[src/sv/ttcb_pkg.sv]
// Package with the shared constants and control structs of the trace capture buffer.
`timescale 1ns / 1ps

package ttcb_pkg;

    // Default geometry of the trace ring.
    localparam int TRACE_DEPTH_DEF = 64;
    localparam int SAMPLE_BITS_DEF = 64;

    // Fixed field widths of the transactions.
    localparam int WORD_W   = 64;
    localparam int REASON_W = 8;
    localparam int LEVEL_W  = 8;
    localparam int DELAY_W  = 11;
    localparam int POS_W    = 6;
    localparam int COUNT_W  = 16;

    // Request codes.
    localparam logic [1:0] REQ_SAMPLE = 2'd0;
    localparam logic [1:0] REQ_FLAG   = 2'd1;
    localparam logic [1:0] REQ_TICK   = 2'd2;

    // Longest trigger delay in ticks, and the disarmed marker.
    localparam logic signed [DELAY_W-1:0] DELAY_MAX = 11'sd900;
    localparam logic signed [DELAY_W-1:0] DELAY_OFF = -11'sd1;
    localparam logic signed [LEVEL_W-1:0] LEVEL_OFF = -8'sd1;

    // Command from the sequencer to the trigger unit.
    typedef struct packed {
        logic                       flag;
        logic                       tick;
        logic [REASON_W-1:0]        reason;
        logic signed [LEVEL_W-1:0]  level;
        logic signed [DELAY_W-1:0]  delay;
    } t_trig_cmd;

    // Status of the trigger unit seen by the sequencer.
    typedef struct packed {
        logic                       expire;
        logic [REASON_W-1:0]        reason;
        logic [COUNT_W-1:0]         count;
    } t_trig_stat;

endpackage

[src/sv/ttcb_req_if.sv]
// Interface of the request channel.
`timescale 1ns / 1ps

interface ttcb_req_if;
    logic                                    valid;
    logic                                    ready;
    logic [1:0]                              req_type;
    logic [ttcb_pkg::WORD_W-1:0]             sample_word;
    logic [ttcb_pkg::REASON_W-1:0]           reason_code;
    logic signed [ttcb_pkg::LEVEL_W-1:0]     trigger_level;
    logic signed [ttcb_pkg::DELAY_W-1:0]     trigger_delay;

    modport source (output valid, req_type, sample_word, reason_code, trigger_level,
                    trigger_delay, input ready);
    modport sink (input valid, req_type, sample_word, reason_code, trigger_level,
                  trigger_delay, output ready);
endinterface

[src/sv/ttcb_dump_if.sv]
// Interface of the dump result channel.
`timescale 1ns / 1ps

interface ttcb_dump_if;
    logic                              valid;
    logic                              ready;
    logic [ttcb_pkg::WORD_W-1:0]       dump_word;
    logic [ttcb_pkg::REASON_W-1:0]     dump_reason;
    logic [ttcb_pkg::POS_W-1:0]        dump_position;
    logic                              dump_last;
    logic                              dump_empty;
    logic [ttcb_pkg::COUNT_W-1:0]      dumps_so_far;

    modport source (output valid, dump_word, dump_reason, dump_position, dump_last,
                    dump_empty, dumps_so_far, input ready);
    modport sink (input valid, dump_word, dump_reason, dump_position, dump_last,
                  dump_empty, dumps_so_far, output ready);
endinterface

[src/sv/ttcb_ring.sv]
// Trace ring: sample memory with newest pointer, fill count and oldest-first read.
`timescale 1ns / 1ps

module ttcb_ring #(
    parameter int DEPTH = ttcb_pkg::TRACE_DEPTH_DEF,
    parameter int WIDTH = ttcb_pkg::SAMPLE_BITS_DEF,
    localparam int AW   = (DEPTH > 1) ? $clog2(DEPTH) : 1,
    localparam int CW   = $clog2(DEPTH + 1)
) (
    input  logic             i_clk,
    input  logic             i_rst_n,
    input  logic             i_wr_en,
    input  logic [WIDTH-1:0] i_wr_data,
    input  logic             i_rd_en,
    input  logic [AW-1:0]    i_rd_idx,
    output logic [WIDTH-1:0] o_rd_data,
    output logic [CW-1:0]    o_fill
);

    logic [WIDTH-1:0] r_mem [DEPTH];
    logic [WIDTH-1:0] r_rd_data;
    logic [AW-1:0]    r_newest, n_newest;
    logic [CW-1:0]    r_fill, n_fill;
    logic             full;
    logic [AW-1:0]    after_newest;
    logic [AW-1:0]    start;
    logic [AW:0]      sum;
    logic [AW-1:0]    rd_addr;

    assign full         = (r_fill == CW'(DEPTH));
    assign after_newest = (r_newest == AW'(DEPTH - 1)) ? '0 : r_newest + AW'(1);

    // The oldest entry sits after the newest once the ring has wrapped, else at zero.
    assign start   = full ? after_newest : '0;
    assign sum     = {1'b0, start} + {1'b0, i_rd_idx};
    assign rd_addr = (sum >= (AW + 1)'(DEPTH)) ? AW'(sum - (AW + 1)'(DEPTH)) : sum[AW-1:0];

    // Write slot follows the fill count until full, then overwrites the oldest.
    always_comb begin
        n_newest = r_newest;
        n_fill   = r_fill;
        if (i_wr_en) begin
            if (full) begin
                n_newest = after_newest;
            end else begin
                n_newest = r_fill[AW-1:0];
                n_fill   = r_fill + CW'(1);
            end
        end
    end

    always_ff @(posedge i_clk) begin
        if (!i_rst_n) begin
            r_newest <= '0;
            r_fill   <= '0;
        end else begin
            r_newest <= n_newest;
            r_fill   <= n_fill;
        end
    end

    // Sample memory with one write port and one registered read port.
    always_ff @(posedge i_clk) begin
        if (i_wr_en) begin
            r_mem[n_newest] <= i_wr_data;
        end
        if (i_rd_en) begin
            r_rd_data <= r_mem[rd_addr];
        end
    end

    assign o_rd_data = r_rd_data;
    assign o_fill    = r_fill;

endmodule

[src/sv/ttcb_trigger.sv]
// Trigger unit: delay clamp, level priority, tick countdown and dump counter.
`timescale 1ns / 1ps

module ttcb_trigger (
    input  logic                i_clk,
    input  logic                i_rst_n,
    input  ttcb_pkg::t_trig_cmd i_cmd,
    output ttcb_pkg::t_trig_stat o_stat
);

    logic signed [ttcb_pkg::DELAY_W-1:0] r_delay, n_delay;
    logic signed [ttcb_pkg::LEVEL_W-1:0] r_level, n_level;
    logic [ttcb_pkg::REASON_W-1:0]       r_reason, n_reason;
    logic [ttcb_pkg::COUNT_W-1:0]        r_count, n_count;
    logic signed [ttcb_pkg::DELAY_W-1:0] clamped;
    logic                                armed;
    logic                                expire;

    // Flag delays are held to the range zero to the maximum.
    always_comb begin
        if (i_cmd.delay < 0) begin
            clamped = '0;
        end else if (i_cmd.delay > ttcb_pkg::DELAY_MAX) begin
            clamped = ttcb_pkg::DELAY_MAX;
        end else begin
            clamped = i_cmd.delay;
        end
    end

    assign armed  = !r_delay[ttcb_pkg::DELAY_W-1];
    assign expire = i_cmd.tick && armed && (r_delay == '0);

    // A tick counts down; the tick that passes zero disarms and bumps the counter.
    always_comb begin
        n_delay  = r_delay;
        n_level  = r_level;
        n_reason = r_reason;
        n_count  = r_count;
        if (i_cmd.tick && armed) begin
            if (expire) begin
                n_delay = ttcb_pkg::DELAY_OFF;
                n_level = ttcb_pkg::LEVEL_OFF;
                n_count = r_count + ttcb_pkg::COUNT_W'(1);
            end else begin
                n_delay = r_delay - ttcb_pkg::DELAY_W'(1);
            end
        end else if (i_cmd.flag && (i_cmd.level > r_level)) begin
            n_delay  = clamped;
            n_level  = i_cmd.level;
            n_reason = i_cmd.reason;
        end
    end

    always_ff @(posedge i_clk) begin
        if (!i_rst_n) begin
            r_delay  <= ttcb_pkg::DELAY_OFF;
            r_level  <= ttcb_pkg::LEVEL_OFF;
            r_reason <= '0;
            r_count  <= '0;
        end else begin
            r_delay  <= n_delay;
            r_level  <= n_level;
            r_reason <= n_reason;
            r_count  <= n_count;
        end
    end

    assign o_stat.expire = expire;
    assign o_stat.reason = r_reason;
    assign o_stat.count  = r_count;

endmodule

[src/sv/triggered_trace_capture_buffer.sv]
// Top level of the triggered trace capture buffer with its dump sequencer.
//
// Usage: requests arrive on i_req (valid/ready). A sample transaction stores a
// word in a ring of TRACE_DEPTH entries, overwriting the oldest once full. A flag
// transaction arms a trigger whose delay is clamped to 0..900 ticks; it replaces
// a pending trigger only when its level is strictly higher. A tick transaction
// counts the delay down; the tick that expires it starts a dump on o_dump.
// Sample, flag, tick and unknown requests finish when accepted, so one such
// transaction is accepted per clock while the block is idle.
// A dump delivers one transaction per filled entry, oldest first, with
// dump_last on the final one, or one transaction marked empty when the ring is
// empty. Each dump result passes through a memory read, an output load and
// a hand over in turn, and the next entry is read only after the previous
// result is handed over. An empty dump skips the read, so its only result
// is offered straight after the load that follows the expiring tick.
// i_req.ready is low for the whole dump. When the receiver stalls, the result
// is held in the output register and the walk waits.
// Reset clears the ring pointers, disarms the trigger and zeroes the dump
// counter; the sample memory itself is not cleared.
`timescale 1ns / 1ps

module triggered_trace_capture_buffer #(
    parameter int TRACE_DEPTH = ttcb_pkg::TRACE_DEPTH_DEF,
    parameter int SAMPLE_BITS = ttcb_pkg::SAMPLE_BITS_DEF
) (
    input  logic        i_clk,
    input  logic        i_rst_n,
    ttcb_req_if.sink    i_req,
    ttcb_dump_if.source o_dump
);

    localparam int AW = (TRACE_DEPTH > 1) ? $clog2(TRACE_DEPTH) : 1;
    localparam int CW = $clog2(TRACE_DEPTH + 1);

    // Sequencer states.
    localparam logic [1:0] S_IDLE = 2'd0;
    localparam logic [1:0] S_READ = 2'd1;
    localparam logic [1:0] S_LOAD = 2'd2;
    localparam logic [1:0] S_SEND = 2'd3;

    logic [1:0]                     r_state, n_state;
    logic [AW-1:0]                  r_idx, n_idx;
    logic                           r_empty, n_empty;
    logic                           r_out_valid, n_out_valid;
    logic [SAMPLE_BITS-1:0]         r_word;
    logic [ttcb_pkg::REASON_W-1:0]  r_reason;
    logic [AW-1:0]                  r_pos;
    logic                           r_last;
    logic                           r_out_empty;
    logic [ttcb_pkg::COUNT_W-1:0]   r_count;

    logic                           accept;
    logic                           wr_en;
    logic                           rd_en;
    logic [SAMPLE_BITS-1:0]         rd_data;
    logic [CW-1:0]                  fill;
    logic                           at_last;
    ttcb_pkg::t_trig_cmd            trig_cmd;
    ttcb_pkg::t_trig_stat           trig_stat;

    assign accept = i_req.valid && i_req.ready;
    assign wr_en  = accept && (i_req.req_type == ttcb_pkg::REQ_SAMPLE);
    assign rd_en  = (r_state == S_READ);

    // Request decode into the trigger unit.
    assign trig_cmd.flag   = accept && (i_req.req_type == ttcb_pkg::REQ_FLAG);
    assign trig_cmd.tick   = accept && (i_req.req_type == ttcb_pkg::REQ_TICK);
    assign trig_cmd.reason = i_req.reason_code;
    assign trig_cmd.level  = i_req.trigger_level;
    assign trig_cmd.delay  = i_req.trigger_delay;

    ttcb_ring #(
        .DEPTH (TRACE_DEPTH),
        .WIDTH (SAMPLE_BITS)
    ) u_ring (
        .i_clk     (i_clk),
        .i_rst_n   (i_rst_n),
        .i_wr_en   (wr_en),
        .i_wr_data (i_req.sample_word[SAMPLE_BITS-1:0]),
        .i_rd_en   (rd_en),
        .i_rd_idx  (r_idx),
        .o_rd_data (rd_data),
        .o_fill    (fill)
    );

    ttcb_trigger u_trigger (
        .i_clk   (i_clk),
        .i_rst_n (i_rst_n),
        .i_cmd   (trig_cmd),
        .o_stat  (trig_stat)
    );

    assign at_last = r_empty || (CW'(r_idx) == fill - CW'(1));

    // Dump sequencer: read one entry, load it into the output register, hand it over.
    always_comb begin
        n_state     = r_state;
        n_idx       = r_idx;
        n_empty     = r_empty;
        n_out_valid = r_out_valid;
        case (r_state)
            S_IDLE: begin
                if (trig_stat.expire) begin
                    n_idx   = '0;
                    n_empty = (fill == '0);
                    n_state = (fill == '0) ? S_LOAD : S_READ;
                end
            end
            S_READ: begin
                n_state = S_LOAD;
            end
            S_LOAD: begin
                n_out_valid = 1'b1;
                n_state     = S_SEND;
            end
            S_SEND: begin
                if (o_dump.ready) begin
                    n_out_valid = 1'b0;
                    if (at_last) begin
                        n_state = S_IDLE;
                    end else begin
                        n_idx   = r_idx + AW'(1);
                        n_state = S_READ;
                    end
                end
            end
            default: begin
                n_state = S_IDLE;
            end
        endcase
    end

    always_ff @(posedge i_clk) begin
        if (!i_rst_n) begin
            r_state     <= S_IDLE;
            r_idx       <= '0;
            r_empty     <= 1'b0;
            r_out_valid <= 1'b0;
        end else begin
            r_state     <= n_state;
            r_idx       <= n_idx;
            r_empty     <= n_empty;
            r_out_valid <= n_out_valid;
        end
    end

    // Output payload register, loaded once per dump result.
    always_ff @(posedge i_clk) begin
        if (r_state == S_LOAD) begin
            r_word      <= r_empty ? '0 : rd_data;
            r_reason    <= trig_stat.reason;
            r_pos       <= r_idx;
            r_last      <= at_last;
            r_out_empty <= r_empty;
            r_count     <= trig_stat.count;
        end
    end

    assign i_req.ready          = (r_state == S_IDLE);
    assign o_dump.valid         = r_out_valid;
    assign o_dump.dump_word     = ttcb_pkg::WORD_W'(r_word);
    assign o_dump.dump_reason   = r_reason;
    assign o_dump.dump_position = ttcb_pkg::POS_W'(r_pos);
    assign o_dump.dump_last     = r_last;
    assign o_dump.dump_empty    = r_out_empty;
    assign o_dump.dumps_so_far  = r_count;

`ifndef SYNTH
    // No request is taken while a dump result waits.
    a_no_req_during_dump: assert property (@(posedge i_clk) disable iff (!i_rst_n)
        o_dump.valid |-> !i_req.ready)
        else $error("request channel ready while a dump result is pending");

    // The final dump transaction returns the sequencer to idle.
    a_last_ends_dump: assert property (@(posedge i_clk) disable iff (!i_rst_n)
        (o_dump.valid && o_dump.ready && o_dump.dump_last) |=> (r_state == S_IDLE))
        else $error("sequencer did not return to idle after the last result");

    // An empty dump is always a single, final transaction.
    a_empty_is_last: assert property (@(posedge i_clk) disable iff (!i_rst_n)
        (o_dump.valid && o_dump.dump_empty) |-> o_dump.dump_last)
        else $error("empty dump result not marked last");

    // The walk never reaches beyond the filled entries.
    a_idx_in_fill: assert property (@(posedge i_clk) disable iff (!i_rst_n)
        ((r_state != S_IDLE) && !r_empty) |-> (CW'(r_idx) < fill))
        else $error("dump index beyond the fill count");
`endif

endmodule
[src/flat_wrapper.sv]
// flat-port wrapper written by rule: the top's interface ports become plain ports
module triggered_trace_capture_buffer_flat 
#(
    parameter int TRACE_DEPTH = ttcb_pkg::TRACE_DEPTH_DEF,
    parameter int SAMPLE_BITS = ttcb_pkg::SAMPLE_BITS_DEF
)
  (i_clk, i_rst_n, i_req_valid, i_req_req_type, i_req_sample_word, i_req_reason_code, i_req_trigger_level, i_req_trigger_delay, i_req_ready, o_dump_valid, o_dump_dump_word, o_dump_dump_reason, o_dump_dump_position, o_dump_dump_last, o_dump_dump_empty, o_dump_dumps_so_far, o_dump_ready);
  ttcb_req_if i_req_i ();
  ttcb_dump_if o_dump_i ();
  input  logic i_clk;
  input  logic i_rst_n;
  input wire logic [$bits(i_req_i.valid)-1:0] i_req_valid;
  input wire logic [$bits(i_req_i.req_type)-1:0] i_req_req_type;
  input wire logic [$bits(i_req_i.sample_word)-1:0] i_req_sample_word;
  input wire logic [$bits(i_req_i.reason_code)-1:0] i_req_reason_code;
  input wire logic [$bits(i_req_i.trigger_level)-1:0] i_req_trigger_level;
  input wire logic [$bits(i_req_i.trigger_delay)-1:0] i_req_trigger_delay;
  output wire logic [$bits(i_req_i.ready)-1:0] i_req_ready;
  output wire logic [$bits(o_dump_i.valid)-1:0] o_dump_valid;
  output wire logic [$bits(o_dump_i.dump_word)-1:0] o_dump_dump_word;
  output wire logic [$bits(o_dump_i.dump_reason)-1:0] o_dump_dump_reason;
  output wire logic [$bits(o_dump_i.dump_position)-1:0] o_dump_dump_position;
  output wire logic [$bits(o_dump_i.dump_last)-1:0] o_dump_dump_last;
  output wire logic [$bits(o_dump_i.dump_empty)-1:0] o_dump_dump_empty;
  output wire logic [$bits(o_dump_i.dumps_so_far)-1:0] o_dump_dumps_so_far;
  input wire logic [$bits(o_dump_i.ready)-1:0] o_dump_ready;
  assign i_req_i.valid = i_req_valid;
  assign i_req_i.req_type = i_req_req_type;
  assign i_req_i.sample_word = i_req_sample_word;
  assign i_req_i.reason_code = i_req_reason_code;
  assign i_req_i.trigger_level = i_req_trigger_level;
  assign i_req_i.trigger_delay = i_req_trigger_delay;
  assign i_req_ready = i_req_i.ready;
  assign o_dump_valid = o_dump_i.valid;
  assign o_dump_dump_word = o_dump_i.dump_word;
  assign o_dump_dump_reason = o_dump_i.dump_reason;
  assign o_dump_dump_position = o_dump_i.dump_position;
  assign o_dump_dump_last = o_dump_i.dump_last;
  assign o_dump_dump_empty = o_dump_i.dump_empty;
  assign o_dump_dumps_so_far = o_dump_i.dumps_so_far;
  assign o_dump_i.ready = o_dump_ready;
  triggered_trace_capture_buffer #(.TRACE_DEPTH(TRACE_DEPTH), .SAMPLE_BITS(SAMPLE_BITS)) u_core (.i_clk(i_clk), .i_rst_n(i_rst_n), .i_req(i_req_i), .o_dump(o_dump_i));
endmodule
[config.mk]
export PLATFORM = sky130hd
export DESIGN_NAME = triggered_trace_capture_buffer_flat
export DESIGN_NICKNAME = d
export VERILOG_FILES = /design/src/sv/ttcb_pkg.sv /design/src/sv/ttcb_req_if.sv /design/src/sv/ttcb_dump_if.sv /design/src/sv/ttcb_ring.sv /design/src/sv/ttcb_trigger.sv /design/src/sv/triggered_trace_capture_buffer.sv /design/src/flat_wrapper.sv
export SDC_FILE = /design/constraint.sdc
export NUM_CORES = 2
export LEC_CHECK = 0
export BUFFER_PORTS_ARGS = -buffer_cell sky130_fd_sc_hd__buf_4
export CORE_ASPECT_RATIO = 0.5
export CORE_MARGIN = 1.5
export CORE_UTILIZATION = 55
export DETAILED_ROUTE_END_ITERATION = 16
export PLACE_DENSITY = 0.71
export SLEW_MARGIN = 20
export SYNTH_ARGS = -nofsm -noshare
export SYNTH_HDL_FRONTEND = slang
export SYNTH_SLANG_ARGS = --single-unit
[constraint.sdc]
create_clock -name i_clk -period 15.8 [get_ports i_clk]
set_input_delay 1.58 -clock i_clk [delete_from_list [all_inputs] [get_ports i_clk]]
set_output_delay 1.58 -clock i_clk [all_outputs]
set_load 0.01 [all_outputs]
==> flow_summary.yaml <==
placement:
  dp_hpwl_um: 223000
  place.gp.congestion: 0.800
  placedInstanceArea_mm2: 0.172
  port_buffers: 194
sta:
  maximum_achievable_frequency_mhz: 135
  totalNegativeSetupSlack_ps: 0
  tightest_slew_ps: 1190
  maxSlewViolCount: 0
  grt_setup_unrepaired: "no"
  slew-limit-headroom_pct: 20.9
  hold_viol: 0
  finalSetupViolCount: 0
  final.period_utilization_pct: 46.8
  final.min_clock_period_ps: 7400
  clock_skew_ps: 56.9
setup_path:
  critical_path_class: "reg -> reg"
  critPathBufInv: 5
  cp_cell_sequence: "inv_1 > ha_1 > nor3b_4 > o2111ai_1 > nor2_1 > ha_4 > inv_1 > fa_4 > buf_12 > buf_12 > buf_4 > mux4_2 > mux4_2 > nor2b_1 > a211oi_1 > a21oi_1"
  critical_path.slowest_cell: "fa_4"
  reg2reg_start: "u_core.u_ring.o_fill[0]$_SDFFE_PN0P_"
  crit_path_end_kind: "register"
  critical_path.startpoint_type: "register"
  timing.rr.end: "u_core.u_ring.o_rd_data[40]$_DFFE_PN_"
  maximum_fanout_encountered_on_the_critical_timing_path: 154
  critical_path_required_ps: 16400
  r2r_setup_slack_ps: 8400
  worst_path_largest_cell_delay_ps: 1220
  worst-r2r-cell-count: 16
  arrival_ps: 8000
  timing.critical_path.max_delay_family: "buffers and inverters"
yosys:
  yosysWarnings: 0
  post_synth_and_or_nand_nor_area_fraction_pct: 1.31
  synth_top_family_by_area: "multiplexers"
  synth-async-reset-ratio_pct: 0
  count_of_unique_library_cells_instantiated_by_yosys: 65
  syn-num-nets: 6883
  netlist_top_cells_area: "edfxtp_1 78%, mux4_2 17%, dfxtp_1 0.80%, nor2b_1 0.51%, mux2i_1 0.41%"
  synth_most_common_cell: "edfxtp_1"
  ys_dominant_reg_cell: "edfxtp_1"
  synth_compound_area_share_pct: 0.942
  synthDominantCellAreaShare_pct: 77.6
  netlist_top_cells_count: "4256 x edfxtp_1, 1280 x mux4_2, 160 x clkbuf_1"
  synth.ff_latch_count: 4322
  seq_area_frac_synth_pct: 78.4
  syn-cell-area_mm2: 0.165
  synth_xor_area_share_pct: 0.165
  syn-mean-instance-area_um2: 24.4
  synth_fa_ha_area_share_pct: 0.187
  share_of_synthesized_area_spent_on_multiplexers_pct: 17.9
  synth_area_leader_cell: "edfxtp_1"
  number_of_synthesized_flops_with_an_enable_pin: 4256
  synthCells: 6762
cts:
  tritoncts: "built"
  post_cts.repair.setup_buffers: 0
  clk_pin_slew_ps: 60
  clk-insertion-delay-late_ps: 930
  cts_resized: 0
  cts-hold-fix-buffers: 0
  cts-root-buf: "clkbuf_16"
  tritoncts_buffer_count: 366
  maximum_number_of_buffers_from_clock_root_to_sink: 4
  htree_levels: 5
  tritoncts_num_sinks: 4322
detailed_routing:
  wirelength_um: 428000
  dr.pass1.iters: 5
  viasPerCell: 6.88
  ant_nets: 0
  initialDrtViolationCount: 13000
  vias: 78900
  wl_per_cell_um: 37.3
  post-route-drc-count: 0
grt:
  grt_most_used_layer: "met1"
  globalRouteOverflowTotal: 0
  grt_util_met2_pct: 41.8
  wire_length_of_the_first_global_routing_pass_um: 595000
  groute.layer.met3.usage_pct: 6.37
  met1_track_demand_over_resource_pct: 43.1
  grt_antenna_before_repair: 18
  maximum_number_of_pins_on_one_net_before_global_route_repair: 155
  grt_pass1_vias: 76300
  globalRouteTotalUtil_pct: 28.2
die:
  core_area_mm2: 0.297
  num_io_pins: 195
  die_x_um: 777
  std_cell_rows: 141
  fp.dieArea_mm2: 0.303
  initial_core_util_pct: 55.5
  die_h_um: 390
hold_path:
  holdPathEnd: "u_core.o_dump.dump_reason[2]$_DFFE_PP_"
  hp-class: "reg -> reg"
  holdPathStages: 0
  timing.hold.worst.start: "u_core.u_trigger.r_reason[2]$_SDFFE_PN0P_"
pwr:
  design_power_total_uw: 21700
  pwr_density_cell_mw_per_mm2: 119
  vdd.ir_drop.worst_mv: 0.0867
  total_leakage_power_uw: 0.0557
cells_and_area:
  drive_gt1_share_pct: 30.3
  design.final.nets: 7295
  finish.instance_area_mm2: 0.183
  area.growth.synth_to_final_pct: 11.3
  nFillCells: 19300
outcome:
  outcome: "complete, no violations"
job:
  drv.max_cap_violation_count: 0
[worst max-delay path by stage]
stage,endpoint,start,cells past startpoint,slack [ps]
final,u_core.u_ring.o_rd_data[40]$_DFFE_PN_,u_core.u_ring.o_fill[0]$_SDFFE_PN0P_,16,8400
after global routing,u_core.u_ring.o_rd_data[52]$_DFFE_PN_,u_core.u_ring.o_fill[0]$_SDFFE_PN0P_,16,8190
after CTS,u_core.u_ring.o_rd_data[40]$_DFFE_PN_,u_core.u_ring.o_fill[0]$_SDFFE_PN0P_,16,8520
after detailed placement,u_core.u_ring.o_rd_data[40]$_DFFE_PN_,u_core.u_ring.o_fill[0]$_SDFFE_PN0P_,16,8510
after global placement,u_core.u_ring.o_rd_data[40]$_DFFE_PN_,u_core.u_ring.o_fill[0]$_SDFFE_PN0P_,16,8460
after floorplan,u_core.u_ring.r_mem[56][0]$_DFFE_PP_,i_req_valid,7,9670
[stage by stage]
stage / hold slack (ps) / worst slack (ps) / utilization (%) / instances
after floorplan: 408 / 9670 / - / 6762
after detailed placement: 417 / 8510 / 57.9 / 10800
after CTS: 432 / 8520 / 61.8 / 11500
after global routing: 447 / 8190 / 61.8 / 11500
final: 430 / 8400 / 61.8 / 11500
after global placement: 412 / 8460 / 57.9 / 10800
[power by group]
part | internal, uW | total (uW) | switching [uW]
Clock | 4870 | 8930 | 4070
Sequential | 12600 | 12600 | 4.29
Combinational | 35.2 | 209 | 174
Total | 17500 | 21700 | 4250
[state kept, by name (all words and copies together), names as in the netlist]
signal,cells
u_core.u_ring.r_mem,4096
u_core.r_idx,6
u_core.o_dump.dump_reason,8
u_core.o_dump.dump_empty,1
u_core.r_state,2
u_core.u_trigger.r_level,8
u_core.u_ring.o_rd_data,64
u_core.u_ring.o_fill,7
u_core.o_dump.dump_position,6
u_core.o_dump.dumps_so_far,16
u_core.u_ring.r_newest,6
u_core.u_trigger.r_reason,8
u_core.o_dump.valid,1
u_core.u_trigger.r_delay,11
u_core.r_empty,1
u_core.o_dump.dump_last,1
u_core.u_trigger.r_count,16
u_core.o_dump.dump_word,64
[routing by layer]
metal	wire, um	part of all wire [%]	vias to the layer above
li1	-	-	29900
met3	57100	13	708
met1	164000	38	42600
met5	54	0.013	-
met2	194000	45	5661
met4	12600	2.9	8
[placed cells by master (no fill, tap or decap), drive strengths merged, types with 5 or more instances in the layout]
master,count
a211o,5
a211oi,67
a21o,9
a21oi,101
buf,393
bufinv,30
clkbuf,458
clkinv,145
clkinvlp,13
dfxtp,66
diode,6
edfxtp,4256
ha,23
inv,36
mux2i,68
mux4,1280
nand2,67
nand2b,7
nand3,18
nand3b,8
nand4,12
nor2,118
nor2b,134
nor3,22
o21ai,35
or3,12
xnor2,17
xor2,14
[area by class of cell]
cell class | count | area, um2 | area share [%]
Tap cell | 4004 | 5010 | 2.73
Sequential cell | 4322 | 129000 | 70.5
Multi-Input combinational cell | 2064 | 34400 | 18.8
Inverter | 27 | 101 | 0.0553
Antenna cell | 6 | 15.0 | 0.00819
Clock inverter | 197 | 1820 | 0.993
Timing Repair Buffer | 393 | 3110 | 1.70
Clock buffer | 458 | 9720 | 5.30
[cells by family after synthesis]
logic type	Yosys count
buffers and inverters	376
muxes	1348
AOI/OAI and AO/OA	246
DFF	4322
xor gates and xnor gates	31
adders and majority gates	24
and+or+nand+nor	415
No activity file was read; power rests on OpenSTA's default activity.
